`src/rtl/core/jc_pkg.sv`:
```
// Shared types, codes and fixed-point helpers for the Jacobian column pipeline.
`default_nettype none
package jc_pkg;

  typedef enum logic [1:0] {
    KIND_REVOLUTE   = 2'd0,
    KIND_CONTINUOUS = 2'd1,
    KIND_PRISMATIC  = 2'd2,
    KIND_OTHER      = 2'd3
  } kind_t;

  // Load strobes for the four pipeline stages
  typedef struct packed {
    logic s1_load;
    logic s2_load;
    logic s3_load;
    logic s4_load;
  } pipe_ctrl_t;

  // World axis word handed from the rotate stages to the linear stages
  typedef struct packed {
    logic        active;
    kind_t       kind;
    logic [5:0]  col;
    logic        sat;
    logic [47:0] w;
    logic [50:0] r;
  } axis_word_t;

  // Pick signed 16-bit component k out of a packed vector
  function automatic logic signed [15:0] comp(input logic [47:0] v, input logic [1:0] k);
    return v[16*k +: 16];
  endfunction

  // Round half up, drop 14 fraction bits, clip to 16 bits; bit 16 flags a clip
  function automatic logic [16:0] round_sat14(input logic signed [33:0] x);
    logic signed [33:0] y;
    logic signed [19:0] q;
    y = x + 34'sd8192;
    q = 20'(y >>> 14);
    if (q > 20'sd32767) begin
      return {1'b1, 16'h7fff};
    end else if (q < -20'sd32768) begin
      return {1'b1, 16'h8000};
    end
    return {1'b0, q[15:0]};
  endfunction

endpackage
`default_nettype wire

```
`src/rtl/core/jc_pipe_ctrl.sv`:
```
// Valid bits and stall chain of the four-stage column pipeline.
`default_nettype none
module jc_pipe_ctrl (
  input  wire logic            clk,
  input  wire logic            rst,
  input  wire logic            in_valid,
  output logic                 in_stall,
  output logic                 out_valid,
  input  wire logic            out_stall,
  output jc_pkg::pipe_ctrl_t   ctrl
);

  logic [3:0] vld;
  logic [3:0] ready;

  // Work out, from the output backwards, which stages may take a new word
  always_comb begin
    ready[3] = !vld[3] || !out_stall;
    for (int k = 2; k >= 0; k--) begin
      ready[k] = !vld[k] || ready[k+1];
    end
  end

  assign in_stall  = !ready[0];
  assign out_valid = vld[3];

  assign ctrl.s1_load = in_valid && ready[0];
  assign ctrl.s2_load = vld[0] && ready[1];
  assign ctrl.s3_load = vld[1] && ready[2];
  assign ctrl.s4_load = vld[2] && ready[3];

  // Advance valid bits wherever a stage is free to move
  always_ff @(posedge clk) begin
    if (rst) begin
      vld <= '0;
    end else begin
      if (ready[0]) vld[0] <= in_valid;
      for (int k = 1; k < 4; k++) begin
        if (ready[k]) vld[k] <= vld[k-1];
      end
    end
  end

`ifndef SYNTHESIS
  // A stall at the input only arises with every stage full
  a_stall_full: assert property (@(posedge clk) disable iff (rst)
    in_stall |-> (vld == 4'hf))
    else $error("input stalled with a free stage");

  // A held stage keeps its word
  a_hold_out: assert property (@(posedge clk) disable iff (rst)
    (vld[3] && out_stall) |=> vld[3])
    else $error("stalled output word lost");

  a_hold_mid: assert property (@(posedge clk) disable iff (rst)
    (vld[1] && !ready[1]) |=> vld[1])
    else $error("stalled middle word lost");

  // An accepted word lands in the first stage
  a_enter: assert property (@(posedge clk) disable iff (rst)
    (in_valid && !in_stall) |=> vld[0])
    else $error("accepted word not held in first stage");
`endif

endmodule
`default_nettype wire

```
`config.mk`:
```
export PLATFORM = sky130hd
export DESIGN_NAME = jc_pipe_ctrl
export DESIGN_NICKNAME = d
export VERILOG_FILES = /design/src/rtl/core/jc_pkg.sv /design/src/rtl/core/jc_pipe_ctrl.sv
export SDC_FILE = /design/constraint.sdc
export NUM_CORES = 1
export LEC_CHECK = 0
export ABC_AREA = 1
export BUFFER_PORTS_ARGS = -buffer_cell sky130_fd_sc_hd__buf_2
export CELL_PAD_IN_SITES_DETAIL_PLACEMENT = 0
export CELL_PAD_IN_SITES_GLOBAL_PLACEMENT = 2
export CORE_AREA = 2 2 39 41
export DETAILED_ROUTE_END_ITERATION = 10
export DIE_AREA = 0 0 41 43
export GPL_TIMING_DRIVEN = 0
export HOLD_SLACK_MARGIN = 0.06
export PLACE_DENSITY = 0.48
export SYNTH_ARGS = -nofsm -noshare
export SYNTH_HDL_FRONTEND = slang
export SYNTH_SLANG_ARGS = --single-unit
```
`constraint.sdc`:
```
create_clock -name clk -period 1.1 [get_ports clk]
set_input_delay 0.11 -clock clk [delete_from_list [all_inputs] [get_ports clk]]
set_output_delay 0.11 -clock clk [all_outputs]
set_load 0.005 [all_outputs]
```
==> results.yml, run 1 <==
outcome:
  run_status: "complete, but fails checks"
  failed_checks: "negative setup slack"
logic_synthesis:
  main_combinational_cell_family_by_area_after_synthesis: "simple AND/OR/NAND/NOR gates"
  synth_xor_area_share_pct: 0
  synth_simple_gate_area_share_pct: 22.1
  postSynthAreaPerCell_um2: 7.96
  synth.ff_latch_count: 4
  synth_compound_area_share_pct: 19.3
  syn-num-nets: 26
  ys_seq_area_share_pct: 45.7
  yosys.area_share.adder_pct: 0
  synth.lib_cells_used.distinct: 10
  post_synth_mux_area_share_pct: 0
  ys.warnings.count: 0
  syn-cell-area_um2: 175
  syn_inst: 22
clock_tree:
  clock-root-buffer: "sky130_fd_sc_hd__clkbuf_4"
  cts_bufs_inserted: 3
  clkLatencyLatePin_ps: 230
  path_clk_slew_ps: 40
  ctsHtreeMaxLevel: 1
  tritoncts: "done"
  cts-root-to-sink-buffers: 2
  hold_buffers: 0
  cts.sink_count: 4
floorplan:
  ios: 10
  floorplan.initialDensity_pct: 12.7
  placementRows: 14
  die-width_um: 41
  placeableCoreArea_um2: 1380
  die_area_um2: 1760
  die-height_um: 43
layout:
  registers_with_the_most_flip_flops: "vld: 4 flops"
  number_of_nets_in_the_final_layout: 42
  syn2layout_area_growth_pct: 64.3
  largest_register: "vld"
  largest_register_ffs: 4
  area.sequential_um2: 82.6
  antenna_cells: 0
  layout-drive-gt1-share_pct: 63.9
  finish.utilization_pct: 20.8
  post_route_non_filler_standard_cell_count: 52
  multi_input_comb_area_um2: 80.1
  number_of_filler_instances_in_the_final_layout: 159
sta:
  report.final.slew_viol_count: 0
  setup-violations-final: 3
  slew_headroom_pct: 89.4
  fin_ws_ps: -53.7
  grt_setup_unrepaired: "yes"
  clock.fmax_mhz: 867
  fin_worst_skew_ps: 0.279
  final_critical_delay_including_setup_and_external_delays_ps: 1150
  timing_worst_slew_pin_value_ps: 159
  hold_viol_final: 0
  worst_hold_slack_ps: 84.7
  layout_worst_path_cycle_share_pct: 105
grt:
  grt_start_max_net_pins: 5
  antenna_found_initial: 0
  globalRouteOverflowTotal: 0
  grt_first_pass_wirelength_um: 593
  global_route.usage.total_pct: 5.62
  first_global_vias: 161
power_and_ir_drop:
  static-leakage-power_nw: 0.150
  cellPowerDensity_nw_per_um2: 1270
  ir_drop_uv: 731
routing:
  route.detailed.drc: 0
  detail_route.wirelength_um: 365
  wl_per_cell_um: 7.02
  detail-route-antenna-nets: 0
  drt-pass1-iter-count: 1
  drt-initial-drc-count: 0
  route.vias.total: 190
  viasPerCell: 3.65
hold_path:
  hold_class: "in -> reg"
critical_path:
  worst_setup_path_start_kind: "register"
  crit_required_ps: 990
  critical_path_class: "reg -> out"
  maximum_fanout_along_the_worst_path: 4
  worstPathArrival_ps: 1040
  nature_of_the_critical_path_endpoint: "primary output"
placed_design:
  finalWeightedCongestion: 0.649
  dpl_worst_slack_ps: 126
  place_inst: 47
  buffer_ports.inserted: 9
job:
  maxCapViolations: 0
-- Yosys cell counts --
| cell | number | area share (%) |
|---|---|---|
| sky130_fd_sc_hd__a21oi_2 | 1 | 5.0 |
| sky130_fd_sc_hd__inv_2 | 2 | 4.3 |
| sky130_fd_sc_hd__dfxtp_1 | 4 | 46 |
| sky130_fd_sc_hd__nor2_4 | 1 | 6.4 |
| sky130_fd_sc_hd__nor2_1 | 1 | 2.1 |
| sky130_fd_sc_hd__nand3_2 | 1 | 5.7 |
| sky130_fd_sc_hd__nand2_1 | 2 | 4.3 |
| sky130_fd_sc_hd__nand2_2 | 1 | 3.6 |
| sky130_fd_sc_hd__a21oi_1 | 5 | 14 |
| sky130_fd_sc_hd__inv_1 | 4 | 8.6 |
-- per-stage QoR --
| step | setup TNS, ps | power (W) | area [um2] |
|---|---|---|---|
| 2_1_floorplan | 0 | 0.000169 | 175 |
| 3_3_place_gp | 0 | 0.000185 | 240 |
| 3_5_place_dp | 0 | 0.000185 | 240 |
| 4_1_cts | -237 | 0.000374 | 272 |
| 5_1_grt | -333 | 0.000395 | 288 |
| 6_report | -101 | 0.000364 | 288 |
-- layout make-up --
class / instances / area share (%)
multi-input combinational: 12 / 27.8
clock buffer: 3 / 7.83
timing repair buffer: 11 / 20.9
inverter: 6 / 7.83
tap: 16 / 6.96
sequential: 4 / 28.7
-- layout by cell type (no fill, tap or decap) --
cell type                  synthesis  final
sky130_fd_sc_hd__nand3_2           1      1
sky130_fd_sc_hd__dfxtp_1           4      2
sky130_fd_sc_hd__a21oi_2           1      1
sky130_fd_sc_hd__dfxtp_2           0      2
sky130_fd_sc_hd__nand2_4           0      1
sky130_fd_sc_hd__buf_2             0      9
sky130_fd_sc_hd__nor2_4            1      1
sky130_fd_sc_hd__nand2_2           1      1
sky130_fd_sc_hd__nand2_1           2      1
sky130_fd_sc_hd__inv_2             2      2
sky130_fd_sc_hd__buf_4             0      2
sky130_fd_sc_hd__clkbuf_4          0      3
sky130_fd_sc_hd__a21oi_1           5      5
sky130_fd_sc_hd__inv_1             4      4
sky130_fd_sc_hd__nor2_1            1      1
-- path summary, 6_finish.rpt --
kind,from,endpoint,slack (ps),cells after the start
max,vld[3],ctrl[3],-50,6
min,rst,vld[0],80,2
max reg2reg,vld[3],vld[0],200,5
min reg2reg,vld[0],vld[1],480,2
-- per-layer routing --
metal	up-vias	track usage (%)	wire length, um
li1	97	-	-
met3	0	7.85	56
met5	-	0	0
met4	0	2.00	0
met1	82	6.41	154
met2	11	5.63	153
-- report_power, final --
group / internal [W] / switching (W)
Clock: 0.000122 / 0.0000566
Combinational: 0.0000147 / 0.0000154
Sequential: 0.000152 / 0.00000427
-- critical path, cell delays in order (launching register included) --
cell and delay [ps]:
sky130_fd_sc_hd__dfxtp_2 340, sky130_fd_sc_hd__nand2_4 60, sky130_fd_sc_hd__nor2_4 120, sky130_fd_sc_hd__nand3_2 90
sky130_fd_sc_hd__inv_2 60, sky130_fd_sc_hd__nor2_1 30, sky130_fd_sc_hd__buf_2 120
-- logic make-up (layout without fill, tap and decap cells) --
family / Yosys count / count (layout)
compound gates: 6 / 6
buf+inv: 6 / 20
flops: 4 / 4
simple gates: 6 / 6
-- repair_timing --
action | in CTS | in global routing
setup endpoints to repair | 4 | 4
pin swaps | 1 | 1
setup buffers | 1 | 1
resized for setup | 1 | 3
hold endpoints to repair | 0 | 0
Power figures use the tool's default switching activity.
==> run 2, diff against run 1 <==
--- a/config.mk
+++ b/config.mk
@@ -5,7 +5,6 @@
 export SDC_FILE = /design/constraint.sdc
 export NUM_CORES = 1
 export LEC_CHECK = 0
-export ABC_AREA = 1
 export BUFFER_PORTS_ARGS = -buffer_cell sky130_fd_sc_hd__buf_2
 export CELL_PAD_IN_SITES_DETAIL_PLACEMENT = 0
 export CELL_PAD_IN_SITES_GLOBAL_PLACEMENT = 2
@@ -14,7 +13,7 @@
 export DIE_AREA = 0 0 41 43
 export GPL_TIMING_DRIVEN = 0
 export HOLD_SLACK_MARGIN = 0.06
-export PLACE_DENSITY = 0.48
+export PLACE_DENSITY = 0.46
 export SYNTH_ARGS = -nofsm -noshare
 export SYNTH_HDL_FRONTEND = slang
 export SYNTH_SLANG_ARGS = --single-unit
==> results.yml, run 2 <==
placed_design:
  buffer_ports.inserted: 9
  finalWeightedCongestion: 0.551
  place_inst: 44
  detailed_place_hpwl_um: 325
logic_synthesis:
  largest_area_contributor_in_the_netlist: "sky130_fd_sc_hd__dfxtp_1"
  post_synth_mux_area_share_pct: 0
  synth.lib_cells_used.distinct: 11
  synth_edf_count: 0
  synth_area_leaders: "sky130_fd_sc_hd__dfxtp_1 46%, sky130_fd_sc_hd__a21oi_1 8.6%, sky130_fd_sc_hd__and2_1 7.2%, sky130_fd_sc_hd__nand4_2 7.2%, sky130_fd_sc_hd__o31ai_2 7.2%"
  syn_inst: 19
  dominant_cell_by_count_in_the_synthesized_netlist: "sky130_fd_sc_hd__dfxtp_1"
  synth_xor_area_share_pct: 0
  most_common_flop_cell_mapped_by_yosys: "sky130_fd_sc_hd__dfxtp_1"
  synth-async-reset-ratio_pct: 0
  syn-num-nets: 23
  syn-cell-area_um2: 174
  synth_compound_area_share_pct: 24.5
  ys.warnings.count: 0
  main_combinational_cell_family_by_area_after_synthesis: "simple AND/OR/NAND/NOR gates"
  synth_simple_gate_area_share_pct: 25.2
  ys_seq_area_share_pct: 46.0
  synth_top_area_share_pct: 46.0
  synth.ff_latch_count: 4
  yosys.area_share.adder_pct: 0
  synth_common_cells: "4 x sky130_fd_sc_hd__dfxtp_1, 3 x sky130_fd_sc_hd__a21oi_1, 2 x sky130_fd_sc_hd__and2_1, 2 x sky130_fd_sc_hd__inv_1, 2 x sky130_fd_sc_hd__nor2_1"
  postSynthAreaPerCell_um2: 9.15
sta:
  fin_worst_skew_ps: 4.69
  timing_worst_slew_pin_value_ps: 160
  setup-violations-final: 2
  report.final.slew_viol_count: 0
  clock.fmax_mhz: 898
  slew_headroom_pct: 89.2
  hold_viol_final: 0
  grt_setup_unrepaired: "yes"
  fin_ws_ps: -13.2
  final_critical_delay_including_setup_and_external_delays_ps: 1110
  layout_worst_path_cycle_share_pct: 101
  fin_setup_tns_ps: -18.5
routing:
  drt-pass1-iter-count: 1
  route.detailed.drc: 0
  viasPerCell: 3.86
  route.vias.total: 189
  detail-route-antenna-nets: 0
  wl_per_cell_um: 8.24
  detail_route.wirelength_um: 404
  drt-initial-drc-count: 0
grt:
  first_global_vias: 164
  grt_start_max_net_pins: 6
  grt_first_pass_wirelength_um: 579
  globalRouteOverflowTotal: 0
  antenna_found_initial: 0
  global_route.usage.total_pct: 5.32
layout:
  number_of_filler_instances_in_the_final_layout: 155
  antenna_cells: 0
  finish.utilization_pct: 21.2
  post_route_non_filler_standard_cell_count: 49
  final_common_cell: "sky130_fd_sc_hd__buf_2"
  largest_register: "vld"
  layout-drive-gt1-share_pct: 57.6
  final_cell_mix: "9 x sky130_fd_sc_hd__buf_2, 3 x sky130_fd_sc_hd__a21oi_1, 3 x sky130_fd_sc_hd__clkbuf_4"
  syn2layout_area_growth_pct: 69.1
  registers_with_the_most_flip_flops: "vld: 4 flops"
  number_of_nets_in_the_final_layout: 39
  largest_register_ffs: 4
clock_tree:
  cts-root-to-sink-buffers: 2
  cts_bufs_inserted: 3
  cts.sink_count: 4
  path_clk_slew_ps: 40
  clkLatencyLatePin_ps: 230
  ctsHtreeMaxLevel: 1
  tritoncts: "done"
  hold_buffers: 0
  clock-root-buffer: "sky130_fd_sc_hd__clkbuf_4"
outcome:
  failed_checks: "negative setup slack"
  run_status: "complete, but fails checks"
critical_path:
  worst_setup_path_start_kind: "register"
  nature_of_the_critical_path_endpoint: "primary output"
  max_stage_delay_ps: 360
  maximum_fanout_along_the_worst_path: 5
  worstPathArrival_ps: 1000
  ordered_list_of_cells_on_the_worst_path: "nand4_4, o21a_1, buf_2"
  critical_path_class: "reg -> out"
  crit_required_ps: 990
  critical_path.top_delay_family: "flip-flops"
  cp_slowest_cell: "sky130_fd_sc_hd__dfxtp_4"
  critical_path.n_buffers_inverters: 1
power_and_ir_drop:
  ir_drop_uv: 368
  cellPowerDensity_nw_per_um2: 1240
  static-leakage-power_nw: 0.141
  fin_total_pwr_w: 0.000364
floorplan:
  die_area_um2: 1760
  ios: 10
  placeableCoreArea_um2: 1380
  floorplan.initialDensity_pct: 12.6
  die-height_um: 43
  die-width_um: 41
  placementRows: 14
job:
  maxCapViolations: 0
hold_path:
  hold_class: "in -> reg"
run 2: cell count changes after synthesis, moves of 2 or more:
cell and change:
sky130_fd_sc_hd__inv_2 -2, sky130_fd_sc_hd__and2_1 +2, sky130_fd_sc_hd__nand2_1 -2, sky130_fd_sc_hd__inv_1 -2, sky130_fd_sc_hd__a21oi_1 -2
run 2: report_power, final:
group | switching [W] | total (W) | internal (W)
Combinational | 0.0000163 | 0.0000329 | 0.0000166
Clock | 0.0000556 | 0.000177 | 0.000122
Sequential | 0.00000537 | 0.000154 | 0.000148
run 2: cells by family after synthesis:
family / count (synthesis)
AO/OA/AOI/OAI: 6
buffers and inverters: 2
flip-flops: 4
AND/OR/NAND/NOR: 7
run 2: through the flow:
stage / hold WS, ps / area [um2] / setup slack (ps)
2_1_floorplan: 179 / 174 / 272
3_3_place_gp: 340 / 239 / 120
3_5_place_dp: 351 / 239 / 113
4_1_cts: 93.3 / 294 / -32.6
5_1_grt: 110 / 294 / -70.6
6_report: 99.8 / 294 / -13.2
run 2: area by class of cell:
cell class / instances / area, um2 / area share, %
Tap cell: 16 / 20.0 / 6.81
Clock buffer: 3 / 22.5 / 7.66
Inverter: 2 / 7.51 / 2.55
Sequential cell: 4 / 88.8 / 30.2
Timing Repair Buffer: 11 / 60.1 / 20.4
Multi-Input combinational cell: 13 / 95.1 / 32.3
run 2: timing repair:
item	4_1_cts	5_1_grt
cloned	0	0
pin swaps	1	0
gates resized for setup	7	0
endpoints found under the setup margin	4	3
setup buffers	2	0
run 2: worst paths after layout:
check / slack [ps] / startpoint / end / cells past startpoint
worst max-delay path: -10 / vld[3] / ctrl[3] / 3
worst min-delay path: 100 / rst / vld[3] / 2
worst max register to register: 240 / vld[3] / vld[0] / 3
worst min register to register: 470 / vld[1] / vld[2] / 2
run 2: per-layer routing:
layer | global-route usage, % | share of wire, % | vias to the layer above
met5 | 0 | 0 | -
met4 | 6.00 | 0 | 0
met3 | 3.14 | 13 | 0
met2 | 6.56 | 41 | 10
met1 | 5.47 | 47 | 83
li1 | - | - | 96
==> run 3, diff against run 2 <==
--- a/config.mk
+++ b/config.mk
@@ -8,12 +8,12 @@
 export BUFFER_PORTS_ARGS = -buffer_cell sky130_fd_sc_hd__buf_2
 export CELL_PAD_IN_SITES_DETAIL_PLACEMENT = 0
 export CELL_PAD_IN_SITES_GLOBAL_PLACEMENT = 2
-export CORE_AREA = 2 2 39 41
+export CORE_AREA = 4 4 41 43
 export DETAILED_ROUTE_END_ITERATION = 10
-export DIE_AREA = 0 0 41 43
+export DIE_AREA = 0 0 45 47
 export GPL_TIMING_DRIVEN = 0
 export HOLD_SLACK_MARGIN = 0.06
-export PLACE_DENSITY = 0.46
+export PLACE_DENSITY = 0.55
 export SYNTH_ARGS = -nofsm -noshare
 export SYNTH_HDL_FRONTEND = slang
 export SYNTH_SLANG_ARGS = --single-unit
==> results.yml, run 3 (same netlist as run 2, synthesis figures left out) <==
outcome:
  run_status: "complete, but fails checks"
  failed_checks: "negative setup slack"
layout:
  number_of_nets_in_the_final_layout: 40
  post_route_non_filler_standard_cell_count: 49
  area.sequential_um2: 88.8
  registers_with_the_most_flip_flops: "vld: 4 flops"
  final_common_cell: "sky130_fd_sc_hd__buf_2"
  final_cell_mix: "9 x sky130_fd_sc_hd__buf_2, 3 x sky130_fd_sc_hd__a21oi_1, 3 x sky130_fd_sc_hd__clkbuf_4, 3 x sky130_fd_sc_hd__buf_4"
  multi_input_comb_area_um2: 95.1
  largest_register: "vld"
  antenna_cells: 0
  layout-drive-gt1-share_pct: 58.8
  finalInstanceArea_um2: 300
  number_of_filler_instances_in_the_final_layout: 161
  syn2layout_area_growth_pct: 72.7
  largest_register_ffs: 4
floorplan:
  die_area_um2: 2120
  die-width_um: 45
  ios: 10
  floorplan.initialDensity_pct: 13.4
  placementRows: 13
  die-height_um: 47
  placeableCoreArea_um2: 1300
clock_tree:
  hold_buffers: 0
  tritoncts: "done"
  cts_bufs_inserted: 3
  clkLatencyLatePin_ps: 230
  cts-root-to-sink-buffers: 2
  path_clk_slew_ps: 40
  ctsHtreeMaxLevel: 1
  clock-root-buffer: "sky130_fd_sc_hd__clkbuf_4"
  cts.sink_count: 4
sta:
  report.final.slew_viol_count: 0
  setup-violations-final: 1
  slew_headroom_pct: 89.1
  hold_viol_final: 0
  layout_worst_path_cycle_share_pct: 100
  grt_setup_unrepaired: "yes"
  timing_worst_slew_pin_value_ps: 163
  worst_hold_slack_ps: 96.3
  fin_worst_skew_ps: 4.83
  fin_setup_tns_ps: -5.35
  clock.fmax_mhz: 905
  final_critical_delay_including_setup_and_external_delays_ps: 1110
  fin_ws_ps: -5.35
routing:
  wl_per_cell_um: 8.63
  detail-route-antenna-nets: 0
  detail_route.wirelength_um: 423
  route.detailed.drc: 0
  route.vias.total: 185
  viasPerCell: 3.78
  drt-initial-drc-count: 1
  drt-pass1-iter-count: 2
critical_path:
  crit_start: "vld[2]"
  maximum_fanout_along_the_worst_path: 5
  cp_slowest_cell: "sky130_fd_sc_hd__dfxtp_4"
  crit_required_ps: 990
  max_stage_delay_ps: 360
  crit-reg2reg-capture: "vld[0]"
  worst_setup_path_start_kind: "register"
  regToRegSetupSlack_ps: 120
  ordered_list_of_cells_on_the_worst_path: "nand4_4, o21a_1, buf_2"
  worstPathArrival_ps: 1000
  r2r_cells: 4
  nature_of_the_critical_path_endpoint: "primary output"
  critical_path.reg2reg.startpoint: "vld[2]"
  critical_path_class: "reg -> out"
grt:
  grt_util_met1_pct: 4.78
  global_route_met2_usage_pct: 5.08
  globalRouteOverflowTotal: 0
  grt_start_max_net_pins: 6
  globalRouteMet3Util_pct: 6.13
  global_route.usage.total_pct: 5.06
  first_global_vias: 170
  antenna_found_initial: 0
  global_route.peak_usage_layer: "met3"
  grt_first_pass_wirelength_um: 676
hold_path:
  endpoint_of_the_worst_hold_path: "vld[1]"
  worst_hold_launch: "rst"
  hold_depth: 2
  hold_class: "in -> reg"
power_and_ir_drop:
  cellPowerDensity_nw_per_um2: 1210
  static-leakage-power_nw: 0.144
  ir_drop_uv: 435
  fin_total_pwr_w: 0.000364
placed_design:
  place_inst: 43
  postPlaceCellArea_um2: 238
  detailed_place_hpwl_um: 336
  finalWeightedCongestion: 0.603
  buffer_ports.inserted: 9
job:
  maxCapViolations: 0
[run 3: how the worst max path moves through the flow]
stage / slack (ps) / to / cells after the start
finish: -5 / ctrl[3] / 3
floorplan: 270 / ctrl[3] / 2
global placement: 130 / ctrl[2] / 3
detailed placement: 130 / ctrl[3] / 3
CTS: -30 / ctrl[3] / 3
global route: -70 / ctrl[3] / 3
[run 3: power by group]
group	internal, W	total (W)	leakage, nW	switching [W]
sequential	0.000148	0.000153	0.0347	0.00000502
combinational	0.0000172	0.0000337	0.0958	0.0000165
clock	0.000122	0.000177	0.0138	0.0000557
[run 3: per-stage QoR]
step	util, %	worst slack (ps)
2_1_floorplan	-	272
3_3_place_gp	18.3	131
3_5_place_dp	18.3	129
4_1_cts	22.5	-29.4
5_1_grt	23.1	-74.9
6_report	23.1	-5.35
[run 3: area by class of cell]
type | count | area share (%)
clock buffers | 3 | 7.50
flip-flops and latches | 4 | 29.6
repair buffers | 12 | 22.5
inverters | 2 | 2.50
multi-input cells | 13 | 31.7
well taps | 15 | 6.25
[run 3: layer usage]
layer  part of all wire [%]  wire [um]
met5                      0          0
met4                      0          0
met3                     20         86
met2                     38        161
met1                     42        176
[run 3: timing repair]
action,4_1_cts,5_1_grt
endpoints found under the setup margin,4,3
resized for setup,6,0
buffers inserted,2,1
gates cloned,0,0
pin swaps,2,1
[run 3: critical path: cells and delay by family, from the launching register on]
family,cells,cell delay (ps)
simple gates,1,110
buf+inv,1,120
compound gates,1,180
flops,1,360
